[config.mk]
export PLATFORM = sky130hd
export DESIGN_NAME = class_pool_allocator_fifo_waiters
export DESIGN_NICKNAME = d
export VERILOG_FILES = /design/src/rtl/core/cpa_pkg.sv /design/src/rtl/core/class_pool_allocator_fifo_waiters.sv /design/src/rtl/core/cpa_cls_mem.sv /design/src/rtl/core/cpa_tag_mem.sv
export SDC_FILE = /design/constraint.sdc
export NUM_CORES = 1
export LEC_CHECK = 0
export BUFFER_PORTS_ARGS = -buffer_cell sky130_fd_sc_hd__buf_2
export CAP_MARGIN = 5
export CORE_MARGIN = 3
export CORE_UTILIZATION = 30
export CTS_BUF_LIST = sky130_fd_sc_hd__clkbuf_8
export CTS_CLUSTER_DIAMETER = 60
export DETAILED_ROUTE_END_ITERATION = 8
export GPL_TIMING_DRIVEN = 0
export PLACE_DENSITY_LB_ADDON = 0.05
export SETUP_SLACK_MARGIN = 0.4
export SLEW_MARGIN = 20
export SYNTH_ARGS = -nofsm -noshare
export SYNTH_HDL_FRONTEND = slang
export SYNTH_SLANG_ARGS = --single-unit
[constraint.sdc]
create_clock -name i_clk -period 6.05 [get_ports i_clk]
set_input_delay 1.21 -clock i_clk [delete_from_list [all_inputs] [get_ports i_clk]]
set_output_delay 1.21 -clock i_clk [all_outputs]
set_load 0.05 [all_outputs]
[src/rtl/core/cpa_pkg.sv]
`timescale 1ns / 1ps
// Package for the class pool allocator: sizes, payload structs, outcome codes
// and the memory port structs shared by the core and its two memories.
// Depends on nothing.
package cpa_pkg;

    // sizing
    localparam int UNITS_PER_CLASS = 16;
    localparam int QUEUE_DEPTH     = 16;
    localparam int NUM_CLASSES     = 5;
    localparam int TAG_WIDTH       = 8;

    // fixed field widths
    localparam int CFG_W   = 5;
    localparam int CIDX_W  = 3;
    localparam int CLASS_W = 3;
    localparam int UID_W   = 7;
    localparam int OUTC_W  = 3;

    // derived widths
    localparam int CLS_W   = (NUM_CLASSES > 1) ? $clog2(NUM_CLASSES) : 1;
    localparam int UIDX_W  = (UNITS_PER_CLASS > 1) ? $clog2(UNITS_PER_CLASS) : 1;
    localparam int UCNT_W  = $clog2(UNITS_PER_CLASS + 1);
    localparam int QW      = $clog2(QUEUE_DEPTH);
    localparam int CNT_W   = $clog2(QUEUE_DEPTH + 1);
    localparam int TAG_AW  = $clog2(NUM_CLASSES * QUEUE_DEPTH);
    localparam int BASE_W  = UID_W + 1;

    // outcome codes
    localparam logic [OUTC_W-1:0] OUT_GRANTED  = 3'd0;
    localparam logic [OUTC_W-1:0] OUT_QUEUED   = 3'd1;
    localparam logic [OUTC_W-1:0] OUT_HANDED   = 3'd2;
    localparam logic [OUTC_W-1:0] OUT_FREED    = 3'd3;
    localparam logic [OUTC_W-1:0] OUT_REJECTED = 3'd4;

    // request modes
    localparam logic MODE_ACQUIRE = 1'b0;
    localparam logic MODE_RELEASE = 1'b1;

    typedef struct packed {
        logic                 mode;
        logic [CLASS_W-1:0]   class_size;
        logic [TAG_WIDTH-1:0] requester_tag;
        logic [UID_W-1:0]     unit_id;
    } t_req;

    typedef struct packed {
        logic [OUTC_W-1:0]    outcome;
        logic [UID_W-1:0]     granted_unit;
        logic [TAG_WIDTH-1:0] receiver_tag;
    } t_res;

    // per-class state word
    typedef struct packed {
        logic [UNITS_PER_CLASS-1:0] busy;
        logic [QW-1:0]              head;
        logic [CNT_W-1:0]           count;
    } t_cls_ent;

    typedef struct packed {
        logic             en;
        logic [CLS_W-1:0] addr;
        t_cls_ent         data;
    } t_cls_wr;

    typedef struct packed {
        logic                 en;
        logic [TAG_AW-1:0]    addr;
        logic [TAG_WIDTH-1:0] data;
    } t_tag_wr;

endpackage

[src/rtl/core/class_pool_allocator_fifo_waiters.sv]
`timescale 1ns / 1ps
// Class pool allocator with a FIFO of waiters per class. Five classes each own
// units_classN units (saturated at 16), numbered densely across the classes in
// class order. An acquire request gets the lowest free unit of its class or
// waits in that class's ring queue; a release hands the unit to the oldest
// waiter or frees it. Bad class, full queue and invalid unit are rejected.
// One request is in work at a time: a bad class goes from accept straight to
// the result step; grant, queue, free and reject first read the per-class
// state memory, then decide and write back; a hand-off adds a read of the
// waiter tag memory. The result sits in an output register, so a new
// request is accepted while the previous result waits. No clearing pass is
// needed after reset; per-class valid bits stand for the reset state.
// Uses cpa_pkg, cpa_cls_mem and cpa_tag_mem.
module class_pool_allocator_fifo_waiters (
    input  logic                        i_clk,
    input  logic                        i_rst_n,
    // configuration write port
    input  logic                        i_cfg_we,
    input  logic [cpa_pkg::CIDX_W-1:0]  i_cfg_idx,
    input  logic [cpa_pkg::CFG_W-1:0]   i_cfg_data,
    // request channel
    input  logic                        i_req_valid,
    output logic                        o_req_ready,
    input  cpa_pkg::t_req               i_req,
    // result channel
    output logic                        o_res_valid,
    input  logic                        i_res_ready,
    output cpa_pkg::t_res               o_res
);

    localparam logic [1:0] S_IDLE = 2'd0;
    localparam logic [1:0] S_CLS  = 2'd1;
    localparam logic [1:0] S_TAG  = 2'd2;
    localparam logic [1:0] S_OUT  = 2'd3;

    logic [1:0]                        r_state, n_state;
    logic [cpa_pkg::CFG_W-1:0]         r_cfg [cpa_pkg::NUM_CLASSES];
    cpa_pkg::t_req                     r_req;
    logic [cpa_pkg::CLS_W-1:0]         r_k;
    logic [cpa_pkg::BASE_W-1:0]        r_base;
    logic [cpa_pkg::UCNT_W-1:0]        r_n;
    cpa_pkg::t_res                     r_pend, n_pend;
    logic                              r_res_vld, n_res_vld;
    cpa_pkg::t_res                     r_res, n_res;

    logic [cpa_pkg::UCNT_W-1:0]        v_units [cpa_pkg::NUM_CLASSES];
    logic [cpa_pkg::BASE_W-1:0]        v_base  [cpa_pkg::NUM_CLASSES];
    logic [cpa_pkg::CLS_W-1:0]         k_in;
    logic                              cls_bad;
    logic                              req_acc;

    logic                              cls_rd_en;
    cpa_pkg::t_cls_ent                 cls_rd_data;
    cpa_pkg::t_cls_wr                  cls_wr;
    logic                              tag_rd_en;
    logic [cpa_pkg::TAG_AW-1:0]        tag_rd_addr;
    logic [cpa_pkg::TAG_WIDTH-1:0]     tag_rd_data;
    cpa_pkg::t_tag_wr                  tag_wr;

    logic [cpa_pkg::UNITS_PER_CLASS-1:0] v_mask;
    logic [cpa_pkg::UNITS_PER_CLASS-1:0] v_free;
    logic [cpa_pkg::UIDX_W-1:0]          v_low;
    logic [cpa_pkg::CNT_W:0]             v_tsum;
    logic [cpa_pkg::QW-1:0]              v_tail;
    logic [cpa_pkg::QW-1:0]              v_head_nx;
    logic                                v_in_rng;
    logic [cpa_pkg::UIDX_W-1:0]          v_rel;

    // memories
    cpa_cls_mem u_cls_mem (
        .i_clk     (i_clk),
        .i_rst_n   (i_rst_n),
        .i_rd_en   (cls_rd_en),
        .i_rd_addr (k_in),
        .o_rd_data (cls_rd_data),
        .i_wr      (cls_wr)
    );

    cpa_tag_mem u_tag_mem (
        .i_clk     (i_clk),
        .i_rd_en   (tag_rd_en),
        .i_rd_addr (tag_rd_addr),
        .o_rd_data (tag_rd_data),
        .i_wr      (tag_wr)
    );

    // configuration registers
    always_ff @(posedge i_clk) begin
        if (!i_rst_n) begin
            for (int c = 0; c < cpa_pkg::NUM_CLASSES; c++) begin
                r_cfg[c] <= '0;
            end
        end else if (i_cfg_we && (int'(i_cfg_idx) < cpa_pkg::NUM_CLASSES)) begin
            r_cfg[i_cfg_idx[cpa_pkg::CLS_W-1:0]] <= i_cfg_data;
        end
    end

    // saturated unit counts and first global id of each class
    always_comb begin
        for (int c = 0; c < cpa_pkg::NUM_CLASSES; c++) begin
            v_units[c] = (int'(r_cfg[c]) > cpa_pkg::UNITS_PER_CLASS) ?
                         cpa_pkg::UCNT_W'(cpa_pkg::UNITS_PER_CLASS) :
                         cpa_pkg::UCNT_W'(r_cfg[c]);
        end
        v_base[0] = '0;
        for (int c = 1; c < cpa_pkg::NUM_CLASSES; c++) begin
            v_base[c] = v_base[c-1] + cpa_pkg::BASE_W'(v_units[c-1]);
        end
    end

    // request decode
    assign k_in    = cpa_pkg::CLS_W'(i_req.class_size - 1'b1);
    assign cls_bad = (i_req.class_size == '0) ||
                     (int'(i_req.class_size) > cpa_pkg::NUM_CLASSES);
    assign req_acc = i_req_valid && o_req_ready;
    assign o_req_ready = (r_state == S_IDLE);

    // request capture
    always_ff @(posedge i_clk) begin
        if (req_acc) begin
            r_req <= i_req;
            r_k   <= k_in;
            if (!cls_bad) begin
                r_base <= v_base[k_in];
                r_n    <= v_units[k_in];
            end
        end
    end

    // free search, ring pointers and release range check
    always_comb begin
        for (int i = 0; i < cpa_pkg::UNITS_PER_CLASS; i++) begin
            v_mask[i] = (i < int'(r_n));
        end
        v_free = ~cls_rd_data.busy & v_mask;
        v_low  = '0;
        for (int i = cpa_pkg::UNITS_PER_CLASS - 1; i >= 0; i--) begin
            if (v_free[i]) begin
                v_low = cpa_pkg::UIDX_W'(i);
            end
        end
        v_tsum = (cpa_pkg::CNT_W+1)'(cls_rd_data.head) + (cpa_pkg::CNT_W+1)'(cls_rd_data.count);
        v_tail = (int'(v_tsum) >= cpa_pkg::QUEUE_DEPTH) ?
                 cpa_pkg::QW'(int'(v_tsum) - cpa_pkg::QUEUE_DEPTH) :
                 cpa_pkg::QW'(v_tsum);
        v_head_nx = (int'(cls_rd_data.head) == cpa_pkg::QUEUE_DEPTH - 1) ?
                    '0 : cls_rd_data.head + 1'b1;
        v_in_rng  = (cpa_pkg::BASE_W'(r_req.unit_id) >= r_base) &&
                    (cpa_pkg::BASE_W'(r_req.unit_id) <
                     r_base + cpa_pkg::BASE_W'(r_n));
        v_rel     = cpa_pkg::UIDX_W'(cpa_pkg::BASE_W'(r_req.unit_id) - r_base);
    end

    // control sequencer
    always_comb begin
        n_state     = r_state;
        n_pend      = r_pend;
        n_res_vld   = r_res_vld;
        n_res       = r_res;
        cls_rd_en   = 1'b0;
        cls_wr      = '0;
        tag_rd_en   = 1'b0;
        tag_rd_addr = cpa_pkg::TAG_AW'(int'(r_k) * cpa_pkg::QUEUE_DEPTH +
                                       int'(cls_rd_data.head));
        tag_wr      = '0;

        if (i_res_ready) begin
            n_res_vld = 1'b0;
        end

        case (r_state)
            S_IDLE: begin
                if (req_acc) begin
                    if (cls_bad) begin
                        n_pend  = '0;
                        n_pend.outcome = cpa_pkg::OUT_REJECTED;
                        n_state = S_OUT;
                    end else begin
                        cls_rd_en = 1'b1;
                        n_state   = S_CLS;
                    end
                end
            end
            S_CLS: begin
                n_pend      = '0;
                n_pend.outcome = cpa_pkg::OUT_REJECTED;
                n_state     = S_OUT;
                cls_wr.addr = r_k;
                cls_wr.data = cls_rd_data;
                if (r_req.mode == cpa_pkg::MODE_ACQUIRE) begin
                    if (|v_free) begin
                        // grant lowest free unit
                        cls_wr.en = 1'b1;
                        cls_wr.data.busy[v_low] = 1'b1;
                        n_pend.outcome      = cpa_pkg::OUT_GRANTED;
                        n_pend.granted_unit = cpa_pkg::UID_W'(r_base +
                                              cpa_pkg::BASE_W'(v_low));
                        n_pend.receiver_tag = r_req.requester_tag;
                    end else if (int'(cls_rd_data.count) < cpa_pkg::QUEUE_DEPTH) begin
                        // enqueue the waiter at the ring tail
                        cls_wr.en  = 1'b1;
                        cls_wr.data.count = cls_rd_data.count + 1'b1;
                        tag_wr.en   = 1'b1;
                        tag_wr.addr = cpa_pkg::TAG_AW'(int'(r_k) * cpa_pkg::QUEUE_DEPTH +
                                                       int'(v_tail));
                        tag_wr.data = r_req.requester_tag;
                        n_pend.outcome = cpa_pkg::OUT_QUEUED;
                    end
                end else if (v_in_rng && cls_rd_data.busy[v_rel]) begin
                    if (cls_rd_data.count != '0) begin
                        // hand unit to the oldest waiter
                        cls_wr.en = 1'b1;
                        cls_wr.data.head  = v_head_nx;
                        cls_wr.data.count = cls_rd_data.count - 1'b1;
                        tag_rd_en = 1'b1;
                        n_pend.outcome      = cpa_pkg::OUT_HANDED;
                        n_pend.granted_unit = r_req.unit_id;
                        n_state = S_TAG;
                    end else begin
                        cls_wr.en = 1'b1;
                        cls_wr.data.busy[v_rel] = 1'b0;
                        n_pend.outcome      = cpa_pkg::OUT_FREED;
                        n_pend.granted_unit = r_req.unit_id;
                    end
                end
            end
            S_TAG: begin
                n_pend.receiver_tag = tag_rd_data;
                n_state = S_OUT;
            end
            S_OUT: begin
                if (!r_res_vld || i_res_ready) begin
                    n_res     = r_pend;
                    n_res_vld = 1'b1;
                    n_state   = S_IDLE;
                end
            end
            default: begin
                n_state = S_IDLE;
            end
        endcase
    end

    // control registers
    always_ff @(posedge i_clk) begin
        if (!i_rst_n) begin
            r_state   <= S_IDLE;
            r_res_vld <= 1'b0;
        end else begin
            r_state   <= n_state;
            r_res_vld <= n_res_vld;
        end
    end

    // payload registers
    always_ff @(posedge i_clk) begin
        r_pend <= n_pend;
        r_res  <= n_res;
    end

    assign o_res_valid = r_res_vld;
    assign o_res       = r_res;

    // class state is only written back in the decide step
    a_cls_wr_decide: assert property (@(posedge i_clk) disable iff (!i_rst_n)
        cls_wr.en |-> (r_state == S_CLS))
        else $error("class state written outside decide step");

    // an accepted request goes to the state read or straight to the result
    a_acc_next: assert property (@(posedge i_clk) disable iff (!i_rst_n)
        req_acc |=> (r_state == S_CLS) || (r_state == S_OUT))
        else $error("accepted request lost");

    // a new result only appears out of the result step
    a_res_src: assert property (@(posedge i_clk) disable iff (!i_rst_n)
        $rose(o_res_valid) |-> ($past(r_state) == S_OUT))
        else $error("result shown without result step");

    // the tag memory is read only for a hand-off
    a_tag_rd: assert property (@(posedge i_clk) disable iff (!i_rst_n)
        tag_rd_en |=> (r_state == S_TAG) && (r_pend.outcome == cpa_pkg::OUT_HANDED))
        else $error("tag read without hand-off");

endmodule

[src/rtl/core/cpa_cls_mem.sv]
`timescale 1ns / 1ps
// Per-class state memory: busy bits, queue head and queue count per class.
// One read port with registered data, one write port; uses cpa_pkg.
module cpa_cls_mem (
    input  logic                      i_clk,
    input  logic                      i_rst_n,
    input  logic                      i_rd_en,
    input  logic [cpa_pkg::CLS_W-1:0] i_rd_addr,
    output cpa_pkg::t_cls_ent         o_rd_data,
    input  cpa_pkg::t_cls_wr          i_wr
);

    cpa_pkg::t_cls_ent                r_mem [cpa_pkg::NUM_CLASSES];
    logic [cpa_pkg::NUM_CLASSES-1:0]  r_vld;
    cpa_pkg::t_cls_ent                r_rd_data;

    // storage write
    always_ff @(posedge i_clk) begin
        if (i_wr.en) begin
            r_mem[i_wr.addr] <= i_wr.data;
        end
    end

    // valid bits, an unwritten entry reads as all free with an empty queue
    always_ff @(posedge i_clk) begin
        if (!i_rst_n) begin
            r_vld <= '0;
        end else if (i_wr.en) begin
            r_vld[i_wr.addr] <= 1'b1;
        end
    end

    // registered read
    always_ff @(posedge i_clk) begin
        if (i_rd_en) begin
            r_rd_data <= r_vld[i_rd_addr] ? r_mem[i_rd_addr] : '0;
        end
    end

    assign o_rd_data = r_rd_data;

endmodule

[src/rtl/core/cpa_tag_mem.sv]
`timescale 1ns / 1ps
// Waiter tag ring storage, one ring of QUEUE_DEPTH tags per class.
// One read port with registered data, one write port; uses cpa_pkg.
module cpa_tag_mem (
    input  logic                          i_clk,
    input  logic                          i_rd_en,
    input  logic [cpa_pkg::TAG_AW-1:0]    i_rd_addr,
    output logic [cpa_pkg::TAG_WIDTH-1:0] o_rd_data,
    input  cpa_pkg::t_tag_wr              i_wr
);

    logic [cpa_pkg::TAG_WIDTH-1:0] r_mem [cpa_pkg::NUM_CLASSES * cpa_pkg::QUEUE_DEPTH];
    logic [cpa_pkg::TAG_WIDTH-1:0] r_rd_data;

    // storage write
    always_ff @(posedge i_clk) begin
        if (i_wr.en) begin
            r_mem[i_wr.addr] <= i_wr.data;
        end
    end

    // registered read
    always_ff @(posedge i_clk) begin
        if (i_rd_en) begin
            r_rd_data <= r_mem[i_rd_addr];
        end
    end

    assign o_rd_data = r_rd_data;

endmodule
-- Word-level counts from Yosys, hierarchy flattened
Memory sizes are Yosys's and may differ from the RTL's. A register that Yosys moved wholly into a read port is not among the register bits.
Index checks and enable logic that the tools add are counted.
- add/subtract/negate cells: 14
- $lt $le $gt $ge: 35
- equal/unequal tests: 7
- muxes and demuxes: 96
- bitwise logic cells: 8
- reduce and logical (&&, ||, !) cells: 23
- operators by type and width (kind ; number):
    two-way mux 16 bit ; 7
    two-way mux 4 bit ; 19
    two-way mux 5 bit ; 11
    < comparator 4 x 5 -> 1 bit, first input constant ; 8
    two-way mux 18 bit ; 2
    AND 16 bit ; 2
    two-way mux 8 bit ; 4
    NOT 16 bit ; 2
    two-way mux 1 bit ; 31
    two-way mux 29 bit ; 1
    > comparator 5 bit, second input constant ; 5
    two-way mux 25 bit ; 1
    binary-select mux 8 bit (select 3 bit) ; 1
    case mux 8 bit (3 select lines) ; 1
    adder 7 x 4 -> 7 bit ; 3
    < comparator 3 x 5 -> 1 bit, first input constant ; 4
    two-way mux 10 bit ; 2
    case mux 10 bit (2 select lines) ; 1
    OR 16 bit ; 1
    OR reduction 16 bit ; 1
    binary-select mux 5 bit (select 3 bit) ; 1
    two-way mux 15 bit ; 1
    < comparator 1 x 5 -> 1 bit, first input constant ; 2
    < comparator 2 x 5 -> 1 bit, first input constant ; 2
    other kinds (49) ; 70
- register bits: 76
- bits in writable memories: 790
- input port bits: 32
- output and inout bits: 20
- word-level logic and storage cells: 201
- memories kept: 3
- memories (name ; words ; bits a word ; read ports ; clocked after memory_dff ; write ports ; RTL line ; text):
    u_tag_mem.r_mem ; 80 ; 8 ; 1 ; 1 ; 1 ; cpa_tag_mem.sv:12 ; logic [cpa_pkg::TAG_WIDTH-1:0] r_mem [cpa_pkg::NUM_CLASSES * cpa_pkg::QUEUE_DEPTH];
    u_cls_mem.r_mem ; 5 ; 25 ; 1 ; 1 ; 1 ; cpa_cls_mem.sv:13 ; cpa_pkg::t_cls_ent r_mem [cpa_pkg::NUM_CLASSES];
    r_cfg ; 5 ; 5 ; 5 ; 0 ; 5 ; class_pool_allocator_fifo_waiters.sv:37 ; logic [cpa_pkg::CFG_W-1:0] r_cfg [cpa_pkg::NUM_CLASSES];

-- Longest topological paths before layout
- depth in word-level cells: 31
- gate-level depth with buffers: 16
- gate-level depth less buffers: 15

-- Cells and area by module
A second synthesis with hierarchy kept.
- cell total of the unflattened synthesis: 2036
- area, all modules: 37745.0 sq um
- modules (own cells, without submodules) (module ; times used ; cells each ; area each (sq um) ; sequential area each (sq um)):
    cpa_tag_mem ; 1 ; 1112 ; 24982.7 ; 19458.7
    class_pool_allocator_fifo_waiters ; 1 ; 689 ; 7119.3 ; 2852.7
    cpa_cls_mem ; 1 ; 235 ; 5642.9 ; 4604.4

-- Least setup slack after synthesis
OpenSTA, ideal clock, no wires.
- path kind: flip-flop to flip-flop
- start: reg r_n[0] (netlist name)
- end: mem u_cls_mem.r_mem[0][0] (netlist name), enable pin
- library setup time: 415 ps
- arrival time: 4628 ps
- required time: 5635 ps
- path slack: 1007 ps
- cell stages (with the launch flop): 17
- buffers on the path: 2
- clock period less this slack: 5043 ps
- cell sequence: edfxtp_1 -> ha_1 -> fa_1 -> a21o_1 -> a21oi_1 -> nor2b_1 -> o21ai_0 -> xnor2_1 -> ha_1 -> o21ai_0 -> nor2_1 -> o32ai_1 -> and3_1 -> clkbuf_1 -> a31oi_1 -> buf_2 -> a21oi_1
- word-level cells in the longest chain between the ends: 9
- elaborated cells on any way between the ends: 28
- classes of those cells: add/sub: 1; order compare: 17; mux: 6; bitwise: 1; reduce/logical: 3
- ends and longest elaborated chain (element ; RTL line ; text):
    from (decl) ; class_pool_allocator_fifo_waiters.sv:41 ; logic [cpa_pkg::UCNT_W-1:0] r_n;
    from (signal assigned) ; class_pool_allocator_fifo_waiters.sv:125 ; r_n <= v_units[k_in];
    adder 8 x 5 -> 8 bit ; class_pool_allocator_fifo_waiters.sv:150 ; r_base + cpa_pkg::BASE_W'(r_n));
    < comparator 7 x 8 -> 1 bit ; class_pool_allocator_fifo_waiters.sv:149 ; (cpa_pkg::BASE_W'(r_req.unit_id) <
    logical AND 1 bit ; class_pool_allocator_fifo_waiters.sv:148 ; v_in_rng = (cpa_pkg::BASE_W'(r_req.unit_id) >= r_base) &&
    logical AND 1 bit ; class_pool_allocator_fifo_waiters.sv:209 ; end else if (v_in_rng && cls_rd_data.busy[v_rel]) begin
    two-way mux 1 bit ; class_pool_allocator_fifo_waiters.sv:209 ;
    two-way mux 1 bit (*) ; class_pool_allocator_fifo_waiters.sv:190 ; if (r_req.mode == cpa_pkg::MODE_ACQUIRE) begin
    two-way mux 29 bit (*) ; class_pool_allocator_fifo_waiters.sv:171 ; case (r_state)
    two-way mux 1 bit (*) ; cpa_cls_mem.sv:19 ; if (i_wr.en) begin
    two-way mux 1 bit (implied by the code) (*) ; cpa_cls_mem.sv:20 ; r_mem[i_wr.addr] <= i_wr.data;
    to (decl) ; cpa_cls_mem.sv:13 ;
Mark *: on every way between the ends. The rest lies on a longest branch, timed or not.

-- Final worst setup path
- start: reg, netlist name u_cls_mem.o_rd_data[6]
- end: mem u_tag_mem.r_mem[45][3] (netlist name), enable pin
- word-level cells in the longest chain between the ends: 8
- elaborated cells on any way between the ends: 9
- classes of those cells: add/sub: 3; order compare: 1; mux: 5
- ends and longest elaborated chain (element ; RTL line ; text):
    adder 4 x 5 -> 6 bit (*) ; class_pool_allocator_fifo_waiters.sv:142 ; v_tsum = (cpa_pkg::CNT_W+1)'(cls_rd_data.head) + (cpa_pkg::CNT_W+1)'(cls_rd_data.count);
    greater-or-equal comparator 6 x 5 -> 1 bit or subtractor 4 x 1 -> 4 bit (tied branches) ; class_pool_allocator_fifo_waiters.sv:143, class_pool_allocator_fifo_waiters.sv:144 ;
    two-way mux 4 bit (*) ; class_pool_allocator_fifo_waiters.sv:143 ; v_tail = (int'(v_tsum) >= cpa_pkg::QUEUE_DEPTH) ?
    adder 7 x 4 -> 7 bit (*) ; class_pool_allocator_fifo_waiters.sv:204 ; tag_wr.addr = cpa_pkg::TAG_AW'(int'(r_k) * cpa_pkg::QUEUE_DEPTH +
    two-way mux 16 bit (*) ; class_pool_allocator_fifo_waiters.sv:199 ; end else if (int'(cls_rd_data.count) < cpa_pkg::QUEUE_DEPTH) begin
    two-way mux 16 bit (*) ; class_pool_allocator_fifo_waiters.sv:191 ; if (|v_free) begin
    two-way mux 16 bit (*) ; class_pool_allocator_fifo_waiters.sv:190 ;
    two-way mux 16 bit (*) ; class_pool_allocator_fifo_waiters.sv:171 ;
    to (decl) ; cpa_tag_mem.sv:12 ;
Marks and branches as above.

==> flow_metrics.py <==
metrics = {
    "status": {
        "status": "finished, final reports clean",
    },
    "cells_and_area": {
        "final_nets": 2550,
        "drive_above_1_share": 0.200,
        "n_fill_cell": 11900,
        "regArea_um2": 26900,
        "multi_input_comb_area_um2": 10400,
        "syn2layout_area_growth_pct": 15.3,
    },
    "sta": {
        "worst_pin_slew_ps": 1120,
        "slew_viol_final": 0,
        "relSlewSlack": 0.251,
        "clock-skew-final_ps": 46.5,
        "fmax_mhz": 181,
        "setup_slack_ps": 514,
        "setup_viol": 0,
        "holdWs_ps": 421,
        "min_period_ps": 5540,
        "rsz0062_at_grt": "yes",
        "fin_crit_sh": 0.915,
        "hold_viol": 0,
    },
    "routing": {
        "wl_per_cell_um": 26.0,
        "wirelength_mm": 110,
        "firstDrtPassIters": 7,
        "viasPerCell": 4.98,
        "drc_errors": 0,
        "vias": 21000,
        "drt_iter0_drc": 1549,
        "final_antenna_net_count": 0,
    },
    "floorplan": {
        "die-area_um2": 130000,
        "coreArea_um2": 124000,
        "placementRows": 129,
        "pin_count": 52,
        "start_util": 0.304,
        "die_y_um": 361,
        "die_x_um": 361,
    },
    "synthesis": {
        "synth-edff-count": 891,
        "synth_cell_types": 73,
        "synth-async-reset-ratio": 0,
        "synth_cells": 2232,
        "synth_nets": 2321,
        "ys.flop_type": "edfxtp_1",
        "ys_ff_latch": 899,
        "netlist.area_leader.share": 0.708,
        "syn-cell-area_um2": 37800,
        "yosys-top-cells-area": "edfxtp_1 71%, mux4_2 8.8%, mux2i_1 2.9%",
        "yosys_warnings": 0,
        "ys_seq_area_frac": 0.713,
        "synth_top_area_cell": "edfxtp_1",
        "syn_avg_cell_area_um2": 16.9,
    },
    "worst_setup_path": {
        "worst-path-buf-inv": 5,
        "cp_common_cell": "clkbuf_1",
        "slowest_stage": "nor2_1",
        "critPathMaxFanout": 10,
        "crit_path_end_kind": "flip-flop",
        "cp_cell_sequence": "clkbuf_2, clkbuf_1, clkbuf_1, inv_1, fa_1, buf_1, nand4_2, nor2_1",
        "critPathKind": "reg2reg",
        "crit_family": "buffers and inverters",
        "arrival_ps": 6000,
        "cp.required_ps": 6510,
        "slowest_delay_ps": 990,
        "startpoint_type": "flip-flop",
    },
    "clocking": {
        "cts_hold_buf": 0,
        "clock-root-buffer": "clkbuf_8",
        "cts_tree": "done",
        "clk_pin_slew_worst_paths_ps": 60,
        "clkSinkCount": 899,
        "clk_latency_ps": 870,
        "clockBufferDepth": 3,
        "cts_buffers": 163,
        "cts_setup_buffers": 0,
        "cts_max_level": 4,
    },
    "power_and_ir_drop": {
        "irDropWorstVdd_mv": 0.185,
        "intPower_uw": 10500,
        "power_switching_uw": 4300,
        "p_leak_uw": 0.0142,
        "power_density_nw_per_um2": 341,
        "sw_frac_of_total": 0.289,
        "seqPwrFrac": 0.491,
        "combPwrFrac": 0.152,
        "power_frac_clock": 0.357,
    },
    "global_routing": {
        "overflow": 0,
        "grt_start_max_net_pins": 65,
        "grt_pass1_vias": 21900,
        "antenna_found_initial": 5,
        "grt_pass1_wl_mm": 158,
        "grt_usage": 0.170,
    },
    "worst_hold_path": {
        "min_path_type": "reg2reg",
    },
    "place": {
        "place_ws_ps": -74.3,
        "dp_hpwl_mm": 75.4,
        "port_buffers": 50,
        "gp_congestion": 0.826,
    },
    "job": {
        "drv_cap": 0,
    },
}
## cell type report
| cell class | instances | share of cell area |
|---|---|---|
| Inverter | 48 | 0.00414 |
| Sequential cell | 899 | 0.618 |
| Timing Repair Buffer | 64 | 0.0136 |
| Clock inverter | 123 | 0.0161 |
| Buffer | 116 | 0.0109 |
| Tap cell | 1637 | 0.0470 |
| Multi-Input combinational cell | 1169 | 0.238 |
| Antenna cell | 4 | 0.000230 |
| Clock buffer | 164 | 0.0518 |
## through the flow
step,utilization,std cells,instance area [µm²],power (µW),setup TNS [ps]
4_1_cts,0.350,4220,43500,15100,0
6_report,0.351,4224,43600,14800,0
5_1_grt,0.350,4223,43600,15600,0
3_5_place_dp,0.326,3933,40500,9680,-773
2_1_floorplan,-,2232,37800,8800,0
3_3_place_gp,0.322,3919,40100,9630,-156650
## Yosys cell counts (3+ instances only)
library cell  count
edfxtp_1        891
nor2_1          157
mux4_2          148
nand2_1         116
mux2i_1         109
a21oi_1          99
clkbuf_1         69
o21ai_0          56
ha_1             50
inv_1            46
o22ai_1          36
and2_1           33
a211oi_1         32
nor2b_1          30
buf_1            26
nand3_1          24
mux2_2           23
xnor2_1          23
nor3_1           20
buf_2            19
and3_1           17
o221ai_1         16
a221oi_1         15
nand2b_1         14
a21o_1           13
a32oi_1          13
a22oi_1          10
a31oi_1          10
o311ai_0          9
dfxtp_1           8
nor4_1            8
xor2_1            8
fa_1              7
o21bai_1          6
nand4_1           5
nor4b_1           5
o31ai_1           4
a21boi_0          3
o211ai_1          3
or3_1             3
## per-layer routing
layer  GRT usage  vias up  wire (µm)  share of wire
li1            -     9427          -              -
met5           0        -          0              0
met3      0.0363      157       5770          0.052
met1       0.241    10900      51900           0.47
met2       0.260      565      49900           0.45
met4      0.0517        0       2410          0.022
## final timing paths
kind | start | endpoint | slack, ps | cells past startpoint
setup / recovery | u_cls_mem.o_rd_data[6]$_SDFFCE_PN0P_ | u_tag_mem.r_mem[45][3]$_DFFE_PP_ | 510 | 8
hold / removal | r_pend[0]$_DFFE_PP_ | o_res[0]$_DFFE_PP_ | 420 | 0
setup reg to reg | u_cls_mem.o_rd_data[6]$_SDFFCE_PN0P_ | u_tag_mem.r_mem[45][3]$_DFFE_PP_ | 510 | 8
hold reg to reg | r_pend[0]$_DFFE_PP_ | o_res[0]$_DFFE_PP_ | 420 | 0
## cell usage in the layout, fill, tap and decap left out, types with 7 or more instances in the layout
cell / synthesis / routed
clkinv_2: 0 / 14
nand3_1: 24 / 23
a32oi_1: 13 / 13
edfxtp_1: 891 / 891
and3_1: 17 / 8
clkinv_1: 2 / 46
o221ai_1: 16 / 16
xor2_1: 8 / 8
mux4_2: 148 / 148
and2_1: 33 / 32
clkbuf_8: 0 / 164
o21ai_0: 56 / 56
mux2_2: 23 / 23
a221oi_1: 15 / 15
a21o_1: 13 / 13
o311ai_0: 9 / 9
a21oi_1: 99 / 96
fa_1: 7 / 7
nand2_1: 116 / 116
inv_1: 46 / 89
nor2_1: 157 / 135
dfxtp_1: 8 / 8
nand2b_1: 14 / 14
and3_4: 0 / 8
buf_2: 19 / 71
nor2_2: 0 / 20
mux2i_1: 109 / 109
nor4_1: 8 / 7
nor3_1: 20 / 18
a211oi_1: 32 / 32
xnor2_1: 23 / 23
ha_1: 50 / 50
a22oi_1: 10 / 10
buf_16: 0 / 9
o22ai_1: 36 / 36
buf_1: 26 / 24
nor2b_1: 30 / 27
clkbuf_1: 69 / 68
a31oi_1: 10 / 10
## power groups by stage
| stage | clock (µW) | sequential, µW | combinational (µW) |
|---|---|---|---|
| 6_report | 5290 | 7290 | 2260 |
| 5_1_grt | 5790 | 7310 | 2460 |
| 4_1_cts | 5510 | 7290 | 2270 |
| 3_5_place_dp | 0 | 7420 | 2260 |
| 3_3_place_gp | 0 | 7420 | 2210 |
| 2_1_floorplan | 0 | 7420 | 1380 |
## worst reg2reg max path, cell delays in order, from the launching register on
cell and delay, ps:
edfxtp_1 550, clkbuf_2 470, clkbuf_1 610, clkbuf_1 690, inv_1 150, fa_1 530, buf_1 370, nand4_2 770
nor2_1 1000
## state kept, by name, summed over array words and instances (netlist names), 5 cells and up
register,count
u_tag_mem.r_mem,640
u_cls_mem.r_mem,125
r_cfg,25
u_cls_mem.o_rd_data,25
o_res,18
r_pend,18
r_req,16
r_base,8
u_tag_mem.o_rd_data,8
r_n,5
u_cls_mem.r_vld,5
## cells by family (layout without fill, tap and decap cells)
logic type,Yosys count,in the layout,synth area share
buffers and inverters,164,515,0.0172
other,0,4,0
xor gates and xnor gates,31,31,0.00719
AOI/OAI and AO/OA,346,346,0.0596
adders and majority gates,57,57,0.0203
and+or+nand+nor,455,455,0.0591
muxes,280,280,0.124
DFF,899,899,0.713
## repair_timing
action | CTS | global route
resized for setup | 20 | 4
gates cloned | 0 | 0
endpoints found under the setup margin | 477 | 301
Note: power is estimated with default switching activity, not from simulation.
